[src/hw/rtl/fcp_pkg.sv]
// shared types and codes for the floor control participant
`default_nettype none

package fcp_pkg;

  typedef enum logic [1:0] {
    ST_IDLE       = 2'd0,
    ST_REQUESTING = 2'd1,
    ST_GRANTED    = 2'd2,
    ST_RELEASING  = 2'd3
  } floor_state_t;

  typedef enum logic [2:0] {
    CMD_LOCAL_REQ   = 3'd0,
    CMD_LOCAL_REL   = 3'd1,
    CMD_REQ_RSP     = 3'd2,
    CMD_REL_RSP     = 3'd3,
    CMD_SRV_STATUS  = 3'd4
  } cmd_t;

  typedef enum logic [2:0] {
    RC_OK       = 3'd0,
    RC_NOTCONN  = 3'd1,
    RC_ALREADY  = 3'd2,
    RC_BUSY     = 3'd3,
    RC_NOFLOOR  = 3'd4,
    RC_SENDFAIL = 3'd5
  } result_code_t;

  typedef enum logic [1:0] {
    SEND_NONE    = 2'd0,
    SEND_REQUEST = 2'd1,
    SEND_RELEASE = 2'd2
  } send_kind_t;

  typedef enum logic [1:0] {
    PRIM_FLOOR_REQ_STATUS = 2'd0,
    PRIM_FLOOR_STATUS     = 2'd1,
    PRIM_ERROR            = 2'd2,
    PRIM_OTHER            = 2'd3
  } prim_kind_t;

  typedef enum logic [2:0] {
    RS_PENDING   = 3'd0,
    RS_ACCEPTED  = 3'd1,
    RS_GRANTED   = 3'd2,
    RS_DENIED    = 3'd3,
    RS_CANCELLED = 3'd4,
    RS_RELEASED  = 3'd5,
    RS_REVOKED   = 3'd6,
    RS_OTHER     = 3'd7
  } req_status_t;

  localparam int unsigned ReqIdW = 16;

  typedef struct packed {
    floor_state_t        fsm_st;
    logic [ReqIdW-1:0]   held_req_id;
    logic                req_id_known;
  } fcp_ctx_t;

  typedef struct packed {
    cmd_t                cmd;
    logic                link_up;
    logic                floor_id_ok;
    logic                transport_err;
    prim_kind_t          prim_kind;
    logic                status_found;
    logic [ReqIdW-1:0]   msg_req_id;
    req_status_t         req_status;
  } fcp_evt_t;

  typedef struct packed {
    result_code_t        result_code;
    send_kind_t          send_kind;
    logic [ReqIdW-1:0]   release_req_id;
    logic                notify_valid;
    logic                notify_granted;
    floor_state_t        floor_state_out;
  } fcp_res_t;

endpackage

`default_nettype wire

[src/hw/rtl/fcp_step.sv]
// next-state and result decision for one floor control event
`default_nettype none

module fcp_step (
  input  fcp_pkg::fcp_evt_t evt,
  input  fcp_pkg::fcp_ctx_t ctx,
  output fcp_pkg::fcp_ctx_t ctx_nxt,
  output fcp_pkg::fcp_res_t res
);
  import fcp_pkg::*;

  // effect of a request status on the current state
  floor_state_t ap_state;
  logic         ap_note;
  logic         ap_granted;

  always_comb begin
    ap_state   = ctx.fsm_st;
    ap_note    = 1'b0;
    ap_granted = 1'b0;
    case (evt.req_status)
      RS_GRANTED: begin
        if (ctx.fsm_st != ST_RELEASING) begin
          ap_state   = ST_GRANTED;
          ap_note    = 1'b1;
          ap_granted = 1'b1;
        end
      end
      RS_PENDING, RS_ACCEPTED: begin
        ap_state = ctx.fsm_st;
      end
      default: begin
        ap_state = ST_IDLE;
        ap_note  = 1'b1;
      end
    endcase
  end

  logic id_match;
  logic id_adopt;
  logic prim_usable;

  assign id_match    = ctx.req_id_known && (evt.msg_req_id == ctx.held_req_id);
  assign id_adopt    = (evt.prim_kind == PRIM_FLOOR_REQ_STATUS)
                       && (ctx.fsm_st == ST_REQUESTING) && !ctx.req_id_known;
  assign prim_usable = (evt.prim_kind == PRIM_FLOOR_REQ_STATUS)
                       || (evt.prim_kind == PRIM_FLOOR_STATUS);

  always_comb begin
    ctx_nxt            = ctx;
    res.result_code    = RC_OK;
    res.send_kind      = SEND_NONE;
    res.release_req_id = '0;
    res.notify_valid   = 1'b0;
    res.notify_granted = 1'b0;
    case (evt.cmd)
      CMD_LOCAL_REQ: begin
        if (!evt.link_up) begin
          res.result_code = RC_NOTCONN;
        end else if (ctx.fsm_st == ST_REQUESTING || ctx.fsm_st == ST_GRANTED) begin
          res.result_code = RC_ALREADY;
        end else if (ctx.fsm_st == ST_RELEASING) begin
          res.result_code = RC_BUSY;
        end else if (!evt.floor_id_ok) begin
          res.result_code = RC_NOFLOOR;
        end else if (evt.transport_err) begin
          res.result_code = RC_SENDFAIL;
        end else begin
          res.send_kind        = SEND_REQUEST;
          ctx_nxt.held_req_id  = '0;
          ctx_nxt.req_id_known = 1'b0;
          ctx_nxt.fsm_st       = ST_REQUESTING;
        end
      end
      CMD_LOCAL_REL: begin
        if (ctx.fsm_st == ST_REQUESTING) begin
          res.result_code = RC_BUSY;
        end else if (ctx.fsm_st == ST_GRANTED) begin
          if (evt.transport_err) begin
            res.result_code = RC_SENDFAIL;
          end else begin
            res.send_kind      = SEND_RELEASE;
            res.release_req_id = ctx.held_req_id;
            res.notify_valid   = 1'b1;
            ctx_nxt.fsm_st     = ST_RELEASING;
          end
        end
      end
      CMD_REQ_RSP: begin
        if (ctx.fsm_st == ST_REQUESTING) begin
          if (evt.transport_err || evt.prim_kind != PRIM_FLOOR_REQ_STATUS
              || !evt.status_found) begin
            ctx_nxt.fsm_st   = ST_IDLE;
            res.notify_valid = 1'b1;
          end else begin
            ctx_nxt.held_req_id  = evt.msg_req_id;
            ctx_nxt.req_id_known = 1'b1;
            ctx_nxt.fsm_st       = ap_state;
            res.notify_valid     = ap_note;
            res.notify_granted   = ap_granted;
          end
        end
      end
      CMD_REL_RSP: begin
        if (ctx.fsm_st == ST_RELEASING) begin
          ctx_nxt.fsm_st = ST_IDLE;
        end
      end
      CMD_SRV_STATUS: begin
        if (prim_usable && ctx.fsm_st != ST_IDLE && evt.status_found
            && (id_match || id_adopt)) begin
          // unknown id is taken over once while the request is outstanding
          if (!id_match) begin
            ctx_nxt.held_req_id  = evt.msg_req_id;
            ctx_nxt.req_id_known = 1'b1;
          end
          ctx_nxt.fsm_st     = ap_state;
          res.notify_valid   = ap_note;
          res.notify_granted = ap_granted;
        end
      end
      default: begin
        ctx_nxt = ctx;
      end
    endcase
    res.floor_state_out = ctx_nxt.fsm_st;
  end

endmodule

`default_nettype wire

[src/hw/rtl/floor_control_participant_fsm.sv]
// top level: input stage, floor context register and result register
//
//  channel | direction | handshake           | payload
//  in_     | input     | in_valid / in_stall  | event fields, one per port
//  out_    | output    | out_valid / out_stall| result fields, one per port
//
// one event per cycle sustained while out_stall is low; each result passes
// through the input register, then the result register, before it is
// offered on the output
// the floor context register updates in the cycle the event moves to the
// result register, so the next event always sees the updated context
// rst_n clears valids and the context (idle, id zero, id unknown)
// out_stall holds the result; in_stall rises only when both stages are full
`default_nettype none

module floor_control_participant_fsm (
  input  logic        clk,
  input  logic        rst_n,
  input  logic        in_valid,
  output logic        in_stall,
  input  logic [2:0]  in_cmd,
  input  logic        in_link_up,
  input  logic        in_floor_id_ok,
  input  logic        in_transport_err,
  input  logic [1:0]  in_prim_kind,
  input  logic        in_status_found,
  input  logic [15:0] in_msg_req_id,
  input  logic [2:0]  in_req_status,
  output logic        out_valid,
  input  logic        out_stall,
  output logic [2:0]  out_result_code,
  output logic [1:0]  out_send_kind,
  output logic [15:0] out_release_req_id,
  output logic        out_notify_valid,
  output logic        out_notify_granted,
  output logic [1:0]  out_floor_state_out
);
  import fcp_pkg::*;

  logic     evt_vld_r;
  fcp_evt_t evt_r;
  fcp_ctx_t ctx_r;
  fcp_ctx_t ctx_nxt;
  logic     res_vld_r;
  fcp_res_t res_r;
  fcp_res_t res_nxt;

  logic res_free;
  logic evt_move;
  logic in_xfer;

  assign res_free = !res_vld_r || !out_stall;
  assign evt_move = evt_vld_r && res_free;
  assign in_stall = evt_vld_r && !res_free;
  assign in_xfer  = in_valid && !in_stall;

  fcp_step u_step (
    .evt     (evt_r),
    .ctx     (ctx_r),
    .ctx_nxt (ctx_nxt),
    .res     (res_nxt)
  );

  always_ff @(posedge clk) begin
    if (!rst_n) begin
      evt_vld_r <= 1'b0;
    end else if (in_xfer) begin
      evt_vld_r <= 1'b1;
    end else if (evt_move) begin
      evt_vld_r <= 1'b0;
    end
  end

  always_ff @(posedge clk) begin
    if (in_xfer) begin
      evt_r.cmd           <= cmd_t'(in_cmd);
      evt_r.link_up       <= in_link_up;
      evt_r.floor_id_ok   <= in_floor_id_ok;
      evt_r.transport_err <= in_transport_err;
      evt_r.prim_kind     <= prim_kind_t'(in_prim_kind);
      evt_r.status_found  <= in_status_found;
      evt_r.msg_req_id    <= in_msg_req_id;
      evt_r.req_status    <= req_status_t'(in_req_status);
    end
  end

  always_ff @(posedge clk) begin
    if (!rst_n) begin
      ctx_r.fsm_st       <= ST_IDLE;
      ctx_r.held_req_id  <= '0;
      ctx_r.req_id_known <= 1'b0;
    end else if (evt_move) begin
      ctx_r <= ctx_nxt;
    end
  end

  always_ff @(posedge clk) begin
    if (!rst_n) begin
      res_vld_r <= 1'b0;
    end else if (res_free) begin
      res_vld_r <= evt_vld_r;
    end
  end

  always_ff @(posedge clk) begin
    if (evt_move) begin
      res_r <= res_nxt;
    end
  end

  assign out_valid           = res_vld_r;
  assign out_result_code     = res_r.result_code;
  assign out_send_kind       = res_r.send_kind;
  assign out_release_req_id  = res_r.release_req_id;
  assign out_notify_valid    = res_r.notify_valid;
  assign out_notify_granted  = res_r.notify_granted;
  assign out_floor_state_out = res_r.floor_state_out;

  // context only changes when an event is consumed
  a_ctx_hold: assert property (@(posedge clk) disable iff (!rst_n)
    !evt_move |=> $stable(ctx_r))
    else $error("floor context changed without an event");

  // the reported state is the context the next event will see
  a_state_track: assert property (@(posedge clk) disable iff (!rst_n)
    evt_move |=> (res_r.floor_state_out == ctx_r.fsm_st))
    else $error("reported state differs from context");

  a_grant_note: assert property (@(posedge clk) disable iff (!rst_n)
    (out_valid && out_notify_granted) |-> out_notify_valid)
    else $error("granted without notification");

  a_release_sent: assert property (@(posedge clk) disable iff (!rst_n)
    (out_valid && res_r.send_kind == SEND_RELEASE)
      |-> (res_r.floor_state_out == ST_RELEASING && out_notify_valid))
    else $error("release sent without releasing state");

  a_request_sent: assert property (@(posedge clk) disable iff (!rst_n)
    (out_valid && res_r.send_kind == SEND_REQUEST)
      |-> (res_r.floor_state_out == ST_REQUESTING && res_r.result_code == RC_OK))
    else $error("request sent without requesting state");

endmodule

`default_nettype wire
[config.mk]
export PLATFORM = sky130hd
export DESIGN_NAME = floor_control_participant_fsm
export DESIGN_NICKNAME = d
export VERILOG_FILES = /design/src/hw/rtl/fcp_pkg.sv /design/src/hw/rtl/fcp_step.sv /design/src/hw/rtl/floor_control_participant_fsm.sv
export SDC_FILE = /design/constraint.sdc
export NUM_CORES = 1
export LEC_CHECK = 0
export BUFFER_PORTS_ARGS = -buffer_cell sky130_fd_sc_hd__buf_2
export CORE_UTILIZATION = 25
export CTS_BUF_LIST = sky130_fd_sc_hd__clkbuf_4
export CTS_CLUSTER_SIZE = 20
export DETAILED_ROUTE_END_ITERATION = 10
export MAX_ROUTING_LAYER = met4
export SLEW_MARGIN = 10
export SYNTH_ARGS = -nofsm -noshare
export SYNTH_HDL_FRONTEND = slang
export SYNTH_SLANG_ARGS = --single-unit
[constraint.sdc]
create_clock -name clk -period 6.04 [get_ports clk]
set_input_delay 1.51 -clock clk [delete_from_list [all_inputs] [get_ports clk]]
set_output_delay 1.51 -clock clk [all_outputs]
set_load 0.05 [all_outputs]
==> metrics <==
hold path start ctx_r[15]; Post-Route WL 7.49 mm; crit share post-route 59.9%; Crit Path Category input pin to output port; Netlist Area Pre-Place 3340 um^2; slew margin rel. 25.1%; final number of hold-violating endpoints 0; hold crit path type flip-flop to flip-flop; drt drc 0; ys async rst share 0%; min cycle time layout 3620 ps; Die W 118 um; RSZ-0062 raised after global routing false; highest clock rate 276 MHz; dpl cell area 3760 um^2; area of the multi-input gates 1210 um^2; grt total ovfl 0; Critical R2R Capture out_floor_state_out[0]; Post-CTS Resized 0; Worst R2R Start ctx_r[17]; gpl congestion 0.819; htree depth 3; most common cell in the netlist edfxtp_1; sequential-to-total area share from yosys stat 60.3%; Core Area 12800 um^2; layout cells sized above 1 24.0%; flop2flop setup slack 3020 ps; number of flops mapped to enable cells by yosys 53; crit path from out_stall; clock buffer depth 2; CP max FO 3; Post-Synthesis Cells 290; number of CTS-inserted buffers 9; CTS tree yes; first-pass GRT wire length 12.2 mm; Crit. End Element output port; slack of the critical path 2420 ps; initial antenna violation count 1; effective utilization at floorplan 26.0%; vias in the first global route 2469; Clk Latency, worst-skew pair 430 ps; max-slew violation count 0; Worst-path clk slew 120 ps; Worst Clk Skew 14.6 ps; total of max-cap violations 0; Rows 41; Synth Flop Type edfxtp_1; Die Area 13800 um^2; synthesis warning total 0; FF/Latch Area 2010 um^2; Yosys cell types 45; Via density 4.65; Final #Nets 383; Avg WL per Cell 14.3 um; First-pass DRT Iterations 4; Detailed Place HPWL 5.25 mm; Hold Path Depth 2; clk sinks 74; Pwr Density 257 nW/um^2; # IOs 59; Fillers 1356; WP data required 4530 ps; Area contributors post-synth edfxtp_1, dfxtp_1, nand3_1; area grow syn2layout 17.5%; Die Height 118 um; worst hold endpoint ctx_r[15]; total net switching power 278 uW; Vias 2430; CP Data Arrival Time 2110 ps; P_int 728 uW; Yosys top cell area share 47.7%; setup TNS 0 ps; CP startpoint kind input pin; Root Buffer clkbuf_4; DRT antenna net count 0; status complete, no violations; worst r2r path cells 7; switching share of total power 27.6%; clock power share 32.5%; Syn Nets 328; leakage 1.38 nW; initial DRC count 108; Hold-fix buffers, CTS 0; Seq pwr share 57.9%; Post-synth top cells edfxtp_1, nand3_1, dfxtp_1; Final setup viols 0; Avg Cell Area, Syn 11.5 um^2; GRT Util Overall 11.7%; VDD IR max 0.117 mV; #FFs+latches synth 74; Comb pwr share 9.6%; Worst-Margin Slew 1120 ps; largest area contributor in the synthesized netlist edfxtp_1; setup bufs post-CTS 0; largest net degree at the start of global routing 39; I/O Buffers 58; pre-CTS setup slack 2430 ps; Design Area, Final 3920 um^2
state kept, by name, indices dropped and copies added (netlist names):
register	flops
out_valid	1
out_release_req_id	16
evt_r	28
out_result_code	3
out_notify_granted	1
out_notify_valid	1
out_floor_state_out	2
evt_vld_r	1
out_send_kind	2
ctx_r	19
final cells by class:
type / count / share of cell area (%)
clock inverters: 7 / 2.14
clock buffers: 9 / 1.72
repair buffers: 59 / 7.60
well taps: 172 / 5.49
flip-flops and latches: 74 / 51.3
diodes: 1 / 0.0638
inverters: 8 / 0.766
multi-input cells: 193 / 30.9
critical path, stage by stage:
cell    delay (ps)
buf_2          100
and3_1         220
buf_2          280
worst max-delay path by stage:
stage          endpoint  slack [ps]  cells after the start
2_1_floorplan  evt_r[0]        2400                      2
3_3_place_gp   in_stall        2450                      3
3_5_place_dp   in_stall        2430                      3
4_1_cts        in_stall        2420                      3
5_1_grt        in_stall        2390                      3
6_report       in_stall        2420                      3
logic make-up after synthesis:
group           Yosys count  synth area share [%]
simple gates            108                  17.8
flops                    74                  60.3
compound gates           63                  11.4
buf+inv                  23                  4.01
xor+xnor                 16                  4.20
fa+ha+maj                 6                  2.25
stage by stage:
step / hold WS [ps] / util (%) / std cells / total power [mW]
CTS: 492 / 30.5 / 522 / 1.01
finish: 487 / 30.6 / 523 / 1.01
detailed placement: 474 / 29.3 / 506 / 0.690
global route: 517 / 30.6 / 523 / 1.05
global placement: 468 / 29.3 / 506 / 0.688
floorplan: 458 / - / 290 / 0.658
placed cells by master, fill, tap and decap left out, drive strengths merged, types with 2 or more instances in the layout:
cell type	count
buf	59
edfxtp	53
nand3	36
o21ai	25
dfxtp	21
and2	17
xnor2	16
a21oi	15
nand2	13
inv	11
nor2	10
clkbuf	9
nor3	8
ha	6
nand4	4
nand2b	4
o31ai	4
a31oi	4
o22ai	3
and3	3
nor3b	3
nor4b	3
nor2b	3
a211oi	2
o21a	2
clkinv	2
o311ai	2
o311a	2
layer usage:
layer	global-route usage, %	wire, um	vias up
met3	3.73	464	7
met2	17.9	3440	76
li1	-	-	1181
met1	14.5	3500	1166
met5	-	0	-
met4	4.33	85	0
power groups by stage:
stage          logic, mW  clock network, mW  registers, mW
2_1_floorplan     0.0497                  0          0.608
3_3_place_gp      0.0949                  0          0.593
3_5_place_dp      0.0964                  0          0.594
4_1_cts           0.0967              0.335          0.582
5_1_grt            0.106              0.357          0.585
6_report          0.0964              0.327          0.582
Power figures use the tool's default switching activity.
